==> config.mk <==
export PLATFORM = sky130hd
export DESIGN_NAME = scpa_class_decode
export DESIGN_NICKNAME = d
export VERILOG_FILES = /design/src/rtl/scpa_pkg.sv /design/src/rtl/scpa_class_decode.sv
export SDC_FILE = /design/constraint.sdc
export NUM_CORES = 1
export LEC_CHECK = 0
export BUFFER_PORTS_ARGS = -buffer_cell sky130_fd_sc_hd__buf_2
export CORE_MARGIN = 4
export CORE_UTILIZATION = 40
export DETAILED_ROUTE_END_ITERATION = 16
export GPL_TIMING_DRIVEN = 0
export PLACE_DENSITY = 0.65
export SYNTH_ARGS = -nofsm -noshare
export SYNTH_HDL_FRONTEND = slang
export SYNTH_SLANG_ARGS = --single-unit
==> constraint.sdc <==
create_clock -name vclk -period 6.1
set_clock_uncertainty 0.1 [all_clocks]
set_input_delay 1.22 -clock vclk [all_inputs]
set_output_delay 1.22 -clock vclk [all_outputs]
set_load 0.01 [all_outputs]
==> src/rtl/scpa_pkg.sv <==
// ----------------------------------------------------------------------------
// scpa_pkg
// Shared constants, codes and item types of the size class pool allocator.
// ----------------------------------------------------------------------------
package scpa_pkg;

    localparam int ALIGN       = 64;
    localparam int LOG2_ALIGN  = $clog2(ALIGN);
    localparam int NUM_CLASSES = 16;
    localparam int STACK_DEPTH = 256;
    localparam int ADDR_BITS   = 32;

    localparam int SIZE_W      = 22;
    localparam int ADDR_W      = 32;
    localparam int STAT_W      = 32;
    localparam int CHUNK_W     = 25;
    localparam int CHUNK_RESET = 1048576;

    // class size never exceeds twice the largest rounded request
    localparam int CLS_BYTES_W = SIZE_W + 2;
    // width of the size in alignment units, rounded up
    localparam int Q_W         = SIZE_W + 1 - LOG2_ALIGN;
    localparam int KRAW_W      = $clog2(SIZE_W + 2);

    typedef enum logic [0:0] {
        OP_ALLOC = 1'b0,
        OP_FREE  = 1'b1
    } op_t;

    typedef enum logic [2:0] {
        ST_OK         = 3'd0,
        ST_IGNORED    = 3'd1,
        ST_TOO_LARGE  = 3'd2,
        ST_EXHAUSTED  = 3'd3,
        ST_STACK_FULL = 3'd4
    } status_t;

    typedef struct packed {
        logic              operation;
        logic [SIZE_W-1:0] size_bytes;
        logic [ADDR_W-1:0] block_address;
    } req_t;

    typedef struct packed {
        logic [ADDR_W-1:0] address;
        status_t           status;
        logic              from_free_list;
        logic [STAT_W-1:0] live_bytes;
        logic [STAT_W-1:0] peak_live_bytes;
        logic [STAT_W-1:0] arena_bytes;
        logic [STAT_W-1:0] hit_count;
        logic [STAT_W-1:0] miss_count;
    } rsp_t;

endpackage

==> src/rtl/scpa_class_decode.sv <==
// ----------------------------------------------------------------------------
// scpa_class_decode
// Rounds a byte size up to the alignment and then to a power-of-two class.
// ----------------------------------------------------------------------------
module scpa_class_decode #(
    parameter int  NUM_CLASSES = scpa_pkg::NUM_CLASSES,
    localparam int CLS_W       = $clog2(NUM_CLASSES)
) (
    input  logic [scpa_pkg::SIZE_W-1:0]      size_bytes,
    output logic [CLS_W-1:0]                 cls_idx,
    output logic [scpa_pkg::CLS_BYTES_W-1:0] cls_bytes,
    output logic                             too_large
);

    logic [scpa_pkg::SIZE_W:0]   padded;
    logic [scpa_pkg::Q_W-1:0]    quot;
    logic [scpa_pkg::Q_W-1:0]    quot_m1;
    logic [scpa_pkg::KRAW_W-1:0] k_raw;

    always_comb
    begin
        padded  = {1'b0, size_bytes} + (scpa_pkg::SIZE_W + 1)'(scpa_pkg::ALIGN - 1);
        quot    = padded[scpa_pkg::SIZE_W:scpa_pkg::LOG2_ALIGN];
        quot_m1 = quot - scpa_pkg::Q_W'(1);
        // class index is the bit length of units minus one
        k_raw   = '0;
        for (int i = 0; i < scpa_pkg::Q_W; i++)
        begin
            if (quot_m1[i])
            begin
                k_raw = scpa_pkg::KRAW_W'(i + 1);
            end
        end
        too_large = k_raw >= scpa_pkg::KRAW_W'(NUM_CLASSES);
        cls_idx   = k_raw[CLS_W-1:0];
        cls_bytes = scpa_pkg::CLS_BYTES_W'(scpa_pkg::ALIGN) << k_raw;
    end

endmodule

==> Word level (Yosys, flattened, before mapping) <==
Cells that the tools add are included.
{ "totals": {"ff_bits": 0, "input_bits": 22, "output_inout_bits": 29, "word_cells": 21} }
{ "classes": {"n_addsub": 2, "n_lt_le_gt_ge": 1, "shift": 1, "muxes": 17} }
{ "ops": {"columns": ["cell", "n"], "rows": [
  ["two-way mux 5 bit", 16],
  ["left shift 7 x 5 -> 24 bit (first input constant)", 1],
  ["adder 22 x 6 -> 23 bit (second input constant)", 1],
  ["subtractor 17 x 1 -> 17 bit (second input constant)", 1],
  ["greater-or-equal comparator 5 bit (second input constant)", 1],
  ["two-way mux 1 bit", 1]
]} }

==> Depth between registers and ports, before layout <==
Gate-level depths: netlist of the first run.
{ "depth": {"word_depth": 20, "mapped_depth": 14, "ltp_nobuf": 14} }

==> Worst setup path before layout of the first run <==
Ideal clock, no wire load.
{ "synth_path": {"kind": "in2out", "from": "input size_bytes[0] (netlist bit)", "to": "output cls_bytes[10] (netlist bit)", "arrival_ps": 4675, "required_ps": 4780, "path_slack_ps": 105, "stages": 12, "path_buffers": 0, "cell_sequence": "nor4_4 nand2_1 nand2_1 xor2_1 ha_1 nor3b_1 mux2_2 nand3_2 a211oi_1 o2111ai_1 o211a_1 nor4_1"} }
{ "synth_via": {"elab_chain_cells": 20} }
{ "synth_lines": {"columns": ["item", "line_no", "source"], "rows": [
  ["start: declaration", "scpa_class_decode.sv:9", "input logic [scpa_pkg::SIZE_W-1:0] size_bytes,"],
  ["adder 22 x 6 -> 23 bit (*)", "scpa_class_decode.sv:22", "padded = {1'b0, size_bytes} + (scpa_pkg::SIZE_W + 1)'(scpa_pkg::ALIGN - 1);"],
  ["subtractor 17 x 1 -> 17 bit (*)", "scpa_class_decode.sv:24", "quot_m1 = quot - scpa_pkg::Q_W'(1);"],
  ["two-way mux 1 bit", "scpa_class_decode.sv:29", "if (quot_m1[i])"],
  ["two-way mux 5 bit (15 in a row)", "scpa_class_decode.sv:29", null],
  ["two-way mux 5 bit (*)", "scpa_class_decode.sv:29", null],
  ["left shift 7 x 5 -> 24 bit (*)", "scpa_class_decode.sv:36", "cls_bytes = scpa_pkg::CLS_BYTES_W'(scpa_pkg::ALIGN) << k_raw;"],
  ["end: declaration", "scpa_class_decode.sv:11", "output logic [scpa_pkg::CLS_BYTES_W-1:0] cls_bytes,"]
]} }
Mark *: on every way between the ends. The rest lies on a longest branch, timed or not.

==> Worst setup path in the final report of the first run <==
{ "layout_path": {"from": "input size_bytes[5] (netlist bit)", "to": "output cls_bytes[9] (netlist bit)"} }
Same word-level chain as after synthesis.

==> impl_summary.log, run 1 <==
[metrics] DRC violation total after the first TritonRoute iteration: 71
[metrics] post-route minimum period: between 5 and 6 ns
[metrics] CLK BUF: 0
[metrics] data required time at the worst endpoint: 4.78 ns
[metrics] core area: 3690 um^2
[metrics] share of the cycle needed by the critical path after routing: 95.0%
[metrics] final core utilization: 50.9%
[metrics] number of failing setup endpoints in the final timing report: 0
[metrics] fraction of post-synthesis cell area in the top cell type by area: 6.85%
[metrics] Chip Width: roughly 70 um
[metrics] Placement Rows: 22
[metrics] layout filler cell count: 376
[metrics] starting density of the core: 41.6%
[metrics] vias after detailed routing: 1,812
[metrics] worst slew slack as a fraction of its limit: 59.5%
[metrics] remaining antenna violation count after routing: 0
[metrics] routed length per instance: about 14 um
[metrics] worst-margin pin slew: 0.601 ns
[metrics] total DRC errors in the routed layout: 0
[metrics] maximum fanout along the worst path: 7
[metrics] pin count of the biggest net entering global routing: 11
[metrics] fmax: 173 MHz
[metrics] number of distinct library cells after synthesis: 73
[metrics] Syn-to-layout area delta: 22.4%
[metrics] number of antenna violations at the first check in global routing: 0
[metrics] vias in the first global route: 1,570
[metrics] net count reported at finish: 290
[metrics] ratio of cells with drive above 1 in the final layout: between 30% and 40%
[metrics] combined area of all synthesized cells: 1540 um^2
[metrics] P_leak: 0.705 nW
[metrics] die outline area: 4890 um^2
[metrics] total wire length: 4390 um
[metrics] Seq. cell area: 0 um^2
[metrics] number of warnings reported in the yosys synthesis log: 0
[metrics] Final HPWL DP: around 3500 um
[metrics] result of the run: finished, final reports clean
[metrics] antenna diode instance count: 0
[metrics] final RePlAce weighted congestion: slightly above 0.8
[metrics] Critical path origin: size_bytes[5]
[metrics] cell area power density: 53.9 nW/um^2
[metrics] worst hold slack: around 2.8 ns
[metrics] first-pass GRT wire length: 7220 um
[metrics] maximum resistive drop on vdd: ~26 uV
[metrics] total number of sequential cells: 0
[metrics] worst path arrival time: 4.47 ns
[metrics] cells after synthesis: 217
[metrics] DIE HEIGHT: around 70 um
[metrics] top cells by area in the synthesized netlist: xnor2_1 (6.8%), nor3_1 (5.5%), nand2_1 (3.7%)
[metrics] gr usage total: 16.6%
[metrics] first-pass iteration count of the detailed router: 4
[metrics] area used by multi-input combinational logic: 1460 um^2
[metrics] total congestion overflow: 0
[metrics] worst hold path type: primary input to output port
[metrics] average cell area after synthesis: about 7 um^2
[metrics] final hold viol count: 0
[metrics] # Max-Cap Violations: 0
[metrics] startpoint type of the worst setup path: primary input
[metrics] startpoint of the tightest hold check path: size_bytes[21]
[metrics] I/O pin count: 51
[metrics] PortBufs: 35
[metrics] routed vias/inst: 5.81
[metrics] cell taking the most area after synthesis: xnor2_1
[metrics] part of the Yosys area used for sequential elements: 0%
[metrics] Setup CP Type: primary input to output port
[metrics] total count of max-transition violations in the final report: 0
[metrics] category of the worst setup path capture point: output port
-- cell usage in the layout (no fill, tap or decap), types with 6 or more instances in the layout --
master,synthesis,layout
buf_2,4,39
nor3_1,17,17
nand2_1,15,14
buf_4,6,13
xnor2_1,12,12
nor2_1,12,12
inv_1,10,10
a21oi_1,8,8
nand4_1,7,7
o21ai_0,7,7
nand3_1,7,7
conb_1,1,6
-- logic make-up after synthesis --
kind of cell / after synthesis / share of synthesized area, %
fa+ha+maj: 2 / 1.63
other cells: 1 / 0.244
compound gates: 66 / 38.5
buf+inv: 27 / 8.48
simple gates: 103 / 40.5
mux: 4 / 2.69
xor+xnor: 14 / 7.99
-- worst paths after layout --
path / end / cells past startpoint
max: cls_bytes[9] / 16
min: cls_bytes[22] / 4
-- synthesized netlist by cell type, types with 3 or more instances --
library cell	n
nor3_1	17
or2_2	5
and3_1	4
a211oi_1	6
buf_4	6
nand4_1	7
nand2b_1	4
and2_1	3
nor4_1	5
a21oi_1	8
or3_1	4
inv_1	10
nor2_1	12
or4_1	5
o21ai_0	7
o21a_1	3
mux2i_1	3
xnor2_1	12
clkbuf_1	4
o31ai_1	3
nand2_1	15
nand3_1	7
buf_2	4
a2111oi_0	3
a31oi_1	4
-- power breakdown --
| group | switching, mW | leakage, nW | internal, mW | total, mW |
|---|---|---|---|---|
| clock | 0 | 0 | 0 | 0 |
| sequential | 0 | 0 | 0 | 0 |
| combinational | 0.0606 | 0.705 | 0.0406 | 0.101 |
-- metrics by stage --
stage	instance area, um^2	std cells	power [mW]	setup WS (ns)	TNS (ns)
2_1_floorplan	1550	222	0.0711	0.105	0
3_3_place_gp	1790	305	0.0934	-0.625	-9.82
3_5_place_dp	1790	305	0.0940	-0.632	-9.56
4_1_cts	1810	306	0.0951	0.0439	0
5_1_grt	1880	312	0.111	-0.00462	-0.00462
6_report	1880	312	0.101	0.305	0
-- worst max-delay path, stage by stage --
cell and delay [ns]:
buf_2 0.12, nor4_4 0.33, nand2_2 0.16, nand2_1 0.12, xor2_1 0.20, ha_2 0.27
nor3b_4 0.32, buf_4 0.18, nand2_1 0.05, a2111o_1 0.42, a32o_1 0.31, o31ai_1 0.09
a32oi_1 0.17, nand3b_1 0.20, nor3_1 0.16, buf_2 0.16
-- repair_timing --
action | 4_1_cts | 5_1_grt
hold buffers | 0 | 0
cloned | 0 | 0
pin swaps | 1 | 1
hold endpoints to repair | 0 | 0
gates resized for setup | 2 | 5
setup endpoints to repair | 23 | 18
setup buffers | 1 | 6
-- final cells by class --
type                            count  share of cell area, %
Inverter                           10                   2.00
Tap cell                           48                   3.20
Buffer                             17                   4.93
Timing Repair Buffer               42                   12.1
Multi-Input combinational cell    195                   77.8
-- per-layer routing --
layer	wire length [um]	vias up	part of all wire [%]	GRT usage, %
met1	2210	822	50	24.1
li1	-	939	-	-
met3	229	0	5.2	1.44
met4	0	0	0	0
met5	0	-	0	0
met2	1950	51	44	28.1
No activity file was read; power rests on OpenSTA's default activity.
==> run 2: changes to the inputs <==
--- a/config.mk
+++ b/config.mk
@@ -10,7 +10,7 @@
 export CORE_UTILIZATION = 40
 export DETAILED_ROUTE_END_ITERATION = 16
 export GPL_TIMING_DRIVEN = 0
-export PLACE_DENSITY = 0.65
+export PLACE_DENSITY = 0.67
 export SYNTH_ARGS = -nofsm -noshare
 export SYNTH_HDL_FRONTEND = slang
 export SYNTH_SLANG_ARGS = --single-unit
==> constraint.sdc (replaced) <==
create_clock -name vclk -period 4.7
set_clock_uncertainty 0.1 [all_clocks]
set_input_delay 0.94 -clock vclk [all_inputs]
set_output_delay 0.94 -clock vclk [all_outputs]
set_load 0.01 [all_outputs]
==> impl_summary.log, run 2 (same netlist as run 1, synthesis figures left out) <==
[metrics] routed length per instance: 16.2 um (was 14.1 um)
[metrics] net count reported at finish: 318 (was 290)
[metrics] worst hold slack: 2.29 ns (was 2.82 ns)
[metrics] vias after detailed routing: 2,028 (was 1,812)
[metrics] pin count of the biggest net entering global routing: 11 (unchanged)
[metrics] startpoint type of the worst setup path: primary input (unchanged)
[metrics] share of the cycle needed by the critical path after routing: 107%
[metrics] worst slew slack as a fraction of its limit: 57.1% (was 59.5%)
[metrics] endpoint of the worst hold-timing path: cls_bytes[22] (unchanged)
[metrics] result of the run: finished with violations (was finished, final reports clean)
[metrics] antenna diode instance count: 0 (unchanged)
[metrics] Seq. cell area: 0 um^2 (unchanged)
[metrics] Placement Rows: 22 (unchanged)
[metrics] first-pass GRT wire length: 9180 um (was 7220 um)
[metrics] remaining antenna violation count after routing: 0 (unchanged)
[metrics] worst hold path type: primary input to output port (unchanged)
[metrics] # Max-Cap Violations: 0 (unchanged)
[metrics] vias in the first global route: 1,935 (was 1,570)
[metrics] DIE HEIGHT: 70.0 um (unchanged)
[metrics] violated checks: setup timing
[metrics] final hold viol count: 0 (unchanged)
[metrics] PortBufs: 35 (unchanged)
[metrics] starting density of the core: 41.6% (unchanged)
[metrics] setup repair after global routing missed its margin: yes
[metrics] ratio of cells with drive above 1 in the final layout: 57.5% (was 31.8%)
[metrics] post-route minimum period: 5.03 ns
[metrics] cell area power density: 72.7 nW/um^2 (was 53.9 nW/um^2)
[metrics] total DRC errors in the routed layout: 0 (unchanged)
[metrics] Final HPWL DP: 3710 um (was 3520 um)
[metrics] maximum resistive drop on vdd: 45.0 uV (was 25.7 uV)
[metrics] number of cells traversed by the worst hold path: 4 (unchanged)
[metrics] minimum setup slack in the final design: -0.330 ns (was 0.305 ns)
[metrics] number of antenna violations at the first check in global routing: 0 (unchanged)
[metrics] P_leak: 0.934 nW (was 0.705 nW)
[metrics] total number of sequential cells: 0 (unchanged)
[metrics] DP Worst Slack: -0.842 ns (was -0.632 ns)
[metrics] fmax: 199 MHz
[metrics] routed vias/inst: 5.96 (was 5.81)
[metrics] worst-margin pin slew: 0.639 ns (was 0.601 ns)
[metrics] final RePlAce weighted congestion: 0.877 (was 0.830)
[metrics] Chip Width: 70.0 um (unchanged)
[metrics] Syn-to-layout area delta: 65.9% (was 22.4%)
[metrics] number of failing setup endpoints in the final timing report: 20 (was 0)
[metrics] startpoint of the tightest hold check path: size_bytes[21] (unchanged)
[metrics] die outline area: 4890 um^2 (unchanged)
[metrics] layout filler cell count: 314 (was 376)
[metrics] data required time at the worst endpoint: 3.66 ns (was 4.78 ns)
[metrics] total wire length: 5500 um (was 4390 um)
[metrics] total chip power: 0.185 mW (was 0.101 mW)
[metrics] aggregate negative setup slack: -4.90 ns (was 0 ns)
[metrics] first-pass iteration count of the detailed router: 4 (unchanged)
[metrics] category of the worst setup path capture point: output port (unchanged)
[metrics] total congestion overflow: 0 (unchanged)
[metrics] I/O pin count: 51 (unchanged)
[metrics] leading cell types in the layout, fill and taps excluded: buf_2 (36), buf_4 (36), nand2_1 (10), nor2_1 (10) (was buf_2 (39), nor3_1 (17), nand2_1 (14))
[metrics] maximum fanout along the worst path: 5 (was 7)
[metrics] DRC violation total after the first TritonRoute iteration: 113 (was 71)
[metrics] Setup CP Type: primary input to output port (unchanged)
[metrics] gr usage total: 21.5% (was 16.6%)
[metrics] total count of max-transition violations in the final report: 0 (unchanged)
[metrics] worst path arrival time: 3.99 ns (was 4.47 ns)
[metrics] CLK BUF: 0 (unchanged)
[metrics] core area: 3690 um^2 (unchanged)
==> run 2: changes by cell type in the layout (fill, tap and decap cells not counted), sizes merged <==
cell	before	now
buf	54	82
clkinvlp	0	1
inv	10	9
==> run 2: how the worst max path moves through the flow <==
| stage | from | endpoint | slack (ns) | cells past startpoint |
|---|---|---|---|---|
| 3_5_place_dp | size_bytes[5] | cls_bytes[15] | -0.84 | 14 |
| 3_3_place_gp | size_bytes[5] | cls_bytes[15] | -0.86 | 14 |
| 2_1_floorplan | size_bytes[5] | cls_bytes[8] | -0.22 | 13 |
| 6_report | size_bytes[1] | cls_bytes[14] | -0.33 | 16 |
| 5_1_grt | size_bytes[1] | cls_bytes[14] | -0.49 | 16 |
| 4_1_cts | size_bytes[0] | cls_bytes[14] | -0.23 | 16 |
==> run 2: layer usage <==
metal	part of all wire (%)	global-route usage, %
met5	0	0
met4	0.47	2.55
met3	3.3	0.576
met2	55	41.8
met1	42	26.7
==> run 2: repair_timing <==
item	4_1_cts	5_1_grt
pin swaps	27	10
buffers inserted	27	8
setup endpoints to repair	23	22
hold buffers	0	0
gates resized for setup	42	12
==> run 2: cell type report <==
type / instances / area (um^2) / share of cell area, %
multi-input cells: 195 / 1860 / 73.0
repair buffers: 70 / 493 / 19.4
plain buffers: 17 / 92.6 / 3.63
well taps: 48 / 60.1 / 2.36
inverters: 10 / 41.3 / 1.62
==> run 2: critical path, cell delays in order <==
cell and delay (ns):
buf_6 0.10, nor4_4 0.32, nand2_2 0.14, nand2_2 0.10
xor2_2 0.16, ha_2 0.25, nor3b_4 0.27, mux2_4 0.24
nand3_4 0.13, and2_4 0.20, nor4_4 0.28, buf_4 0.17
o211ai_1 0.08, buf_4 0.18, nor4_4 0.25, buf_2 0.17
==> run 2: power by group <==
group          total [mW]  switching, mW  internal (mW)
clock network           0              0              0
logic               0.185          0.105         0.0804
registers               0              0              0
==> run 2: metrics by stage <==
stage / area (um^2) / util (%) / instances
2_1_floorplan: 1750 / - / 222
3_3_place_gp: 1990 / 53.8 / 305
3_5_place_dp: 1990 / 53.8 / 305
4_1_cts: 2440 / 66.2 / 332
5_1_grt: 2550 / 69.1 / 340
6_report: 2550 / 69.1 / 340
==> run 3: changes to the inputs <==
==> constraint.sdc (replaced) <==
create_clock -name vclk -period 4.7
set_clock_uncertainty 0.1 [all_clocks]
set_input_delay 0.94 -clock vclk [all_inputs]
set_output_delay 0.94 -clock vclk [all_outputs]
set_load 0.1 [all_outputs]
==> impl_summary.log, run 3 (same netlist as run 1, synthesis figures left out) <==
[metrics] result of the run: finished with violations (unchanged)
[metrics] violated checks: setup timing (unchanged)
[metrics] routed vias/inst: 6.33 (was 5.96)
[metrics] Post-CTS Hold Fix Bufs: 0 (unchanged)
[metrics] # Max-Cap Violations: 0 (unchanged)
[metrics] worst slew slack as a fraction of its limit: 56.5% (was 57.1%)
[metrics] category of the worst setup path capture point: output port (unchanged)
[metrics] routed length per instance: 20.3 um (was 16.2 um)
[metrics] antenna diode instance count: 0 (unchanged)
[metrics] total DRC errors in the routed layout: 0 (unchanged)
[metrics] minimum setup slack in the final design: -0.601 ns (was -0.330 ns)
[metrics] total number of sequential cells: 0 (unchanged)
[metrics] met3 WL post-DR: 534 um (was 182 um)
[metrics] first-pass iteration count of the detailed router: 5 (was 4)
[metrics] leading cell types in the layout, fill and taps excluded: buf_4 (36), buf_12 (22), buf_2 (14) (was buf_2 (36), buf_4 (36), nand2_1 (10), nor2_1 (10))
[metrics] uppermost signal routing layer after detailed routing: met4 (unchanged)
[metrics] maximum resistive drop on vdd: 81.7 uV (was 45.0 uV)
[metrics] P_leak: 1.03 nW (was 0.934 nW)
[metrics] DIE HEIGHT: 70.0 um (unchanged)
[metrics] I/O pin count: 51 (unchanged)
[metrics] fmax: 189 MHz (was 199 MHz)
[metrics] aggregate negative setup slack: -10.78 ns (was -4.90 ns)
[metrics] pin count of the biggest net entering global routing: 11 (unchanged)
[metrics] cell area power density: 92.1 nW/um^2 (was 72.7 nW/um^2)
[metrics] vias after detailed routing: 2,177 (was 2,028)
[metrics] number of cells traversed by the worst hold path: 4 (unchanged)
[metrics] DRC violation total after the first TritonRoute iteration: 176 (was 113)
[metrics] Placement Rows: 22 (unchanged)
[metrics] Final HPWL DP: 3790 um (was 3710 um)
[metrics] core area: 3690 um^2 (unchanged)
[metrics] vias in the first global route: 1,816 (was 1,935)
[metrics] family with the most delay on the worst path: simple AND/OR/NAND/NOR gates (unchanged)
[metrics] net count reported at finish: 322 (was 318)
[metrics] total congestion overflow: 0 (unchanged)
[metrics] Chip Width: 70.0 um (unchanged)
[metrics] number of failing setup endpoints in the final timing report: 22 (was 20)
[metrics] number of antenna violations at the first check in global routing: 0 (unchanged)
[metrics] maximum fanout along the worst path: 9 (was 5)
[metrics] first-pass GRT wire length: 8770 um (was 9180 um)
[metrics] final hold viol count: 0 (unchanged)
[metrics] cell breakdown of the critical path: buf_6 > nor4_4 > nand2_2 > nand2_2 > xor2_2 > ha_2 > nor3b_4 > buf_6 > mux2i_1 > xnor2_1 > o2111ai_1 > nand4_1 > buf_4 > o211ai_4 > buf_12 > buf_4 > nor3_4 > buf_12 (was buf_6 > nor4_4 > nand2_2 > nand2_2 > xor2_2 > ha_2 > nor3b_4 > mux2_4 > nand3_4 > and2_4 > nor4_4 > buf_4 > o211ai_1 > buf_4 > nor4_4 > buf_2)
[metrics] Syn-to-layout area delta: 93.2% (was 65.9%)
[metrics] total count of max-transition violations in the final report: 0 (unchanged)
[metrics] Critical Path Slowest Stage Cell: xnor2_1 (was nor4_4)
[metrics] PortBufs: 35 (unchanged)
[metrics] number of buffers and inverters on the critical path: 6 (was 4)
[metrics] layout filler cell count: 204 (was 314)
[metrics] leading cell type in the layout, fill and taps excluded: buf_4
[metrics] wire length on met1: 2850 um (was 2290 um)
[metrics] cell count along the critical path: 18 (was 16)
[metrics] ratio of cells with drive above 1 in the final layout: 56.4% (was 57.5%)
[metrics] final RePlAce weighted congestion: 0.836 (was 0.877)
[metrics] Routed met2 length: 3490 um (was 3000 um)
[metrics] startpoint type of the worst setup path: primary input (unchanged)
[metrics] DP Worst Slack: -1.42 ns (was -0.842 ns)
[metrics] worst-margin pin slew: 0.647 ns (was 0.639 ns)
[metrics] starting density of the core: 41.6% (unchanged)
[metrics] share of the cycle needed by the critical path after routing: 113% (was 107%)
[metrics] die outline area: 4890 um^2 (unchanged)
[metrics] Seq. cell area: 0 um^2 (unchanged)
[metrics] remaining antenna violation count after routing: 0 (unchanged)
[metrics] CLK BUF: 0 (unchanged)
[metrics] delay of the slowest cell on the worst path: 0.36 ns (was 0.32 ns)
[metrics] setup repair after global routing missed its margin: yes (unchanged)
[metrics] Setup CP Type: primary input to output port (unchanged)
[metrics] worst path arrival time: 4.26 ns (was 3.99 ns)
[metrics] post-route minimum period: 5.30 ns (was 5.03 ns)
[metrics] gr usage total: 20.7% (was 21.5%)
[metrics] data required time at the worst endpoint: 3.66 ns (about the same)
[metrics] worst hold path type: primary input to output port (unchanged)
[metrics] total wire length: 6980 um (was 5500 um)
-- run 3: repair_timing --
item / CTS / global route
hold endpoints to repair: 0 / 0
buffers inserted: 18 / 21
cloned: 0 / 0
pin swaps: 16 / 17
gates resized for setup: 93 / 44
endpoints found under the setup margin: 23 / 23
-- run 3: final cells by class --
cell class / count / area, um^2 / share of cell area, %
multi-input combinational: 195 / 1910 / 64.5
timing repair buffer: 74 / 855 / 28.8
buffer: 17 / 92.6 / 3.12
tap: 48 / 60.1 / 2.02
inverter: 10 / 45.0 / 1.52
-- run 3: power breakdown --
part	switching [mW]	internal, mW
clock	0	0
combinational	0.175	0.0986
sequential	0	0
total	0.175	0.0986
-- run 3: worst paths after layout --
check / from / end / slack (ns)
worst min-delay path: size_bytes[21] / cls_bytes[22] / 2.36
worst max-delay path: size_bytes[1] / cls_bytes[21] / -0.60
-- run 3: metrics by stage --
step	utilization [%]	hold slack (ns)	total power [mW]	instances	area, um^2
after floorplan	-	2.20	0.166	222	1850
after global placement	56.4	2.45	0.197	305	2080
after detailed placement	56.4	2.47	0.198	305	2080
after CTS	70.8	2.47	0.233	323	2610
after global routing	80.4	2.38	0.286	344	2970
final	80.4	2.36	0.273	344	2970
-- run 3: layer usage --
metal	vias to the layer above	GRT usage [%]
met1	1028	30.0
met5	-	0
met4	0	0.638
met3	12	1.44
li1	997	-
met2	140	35.2
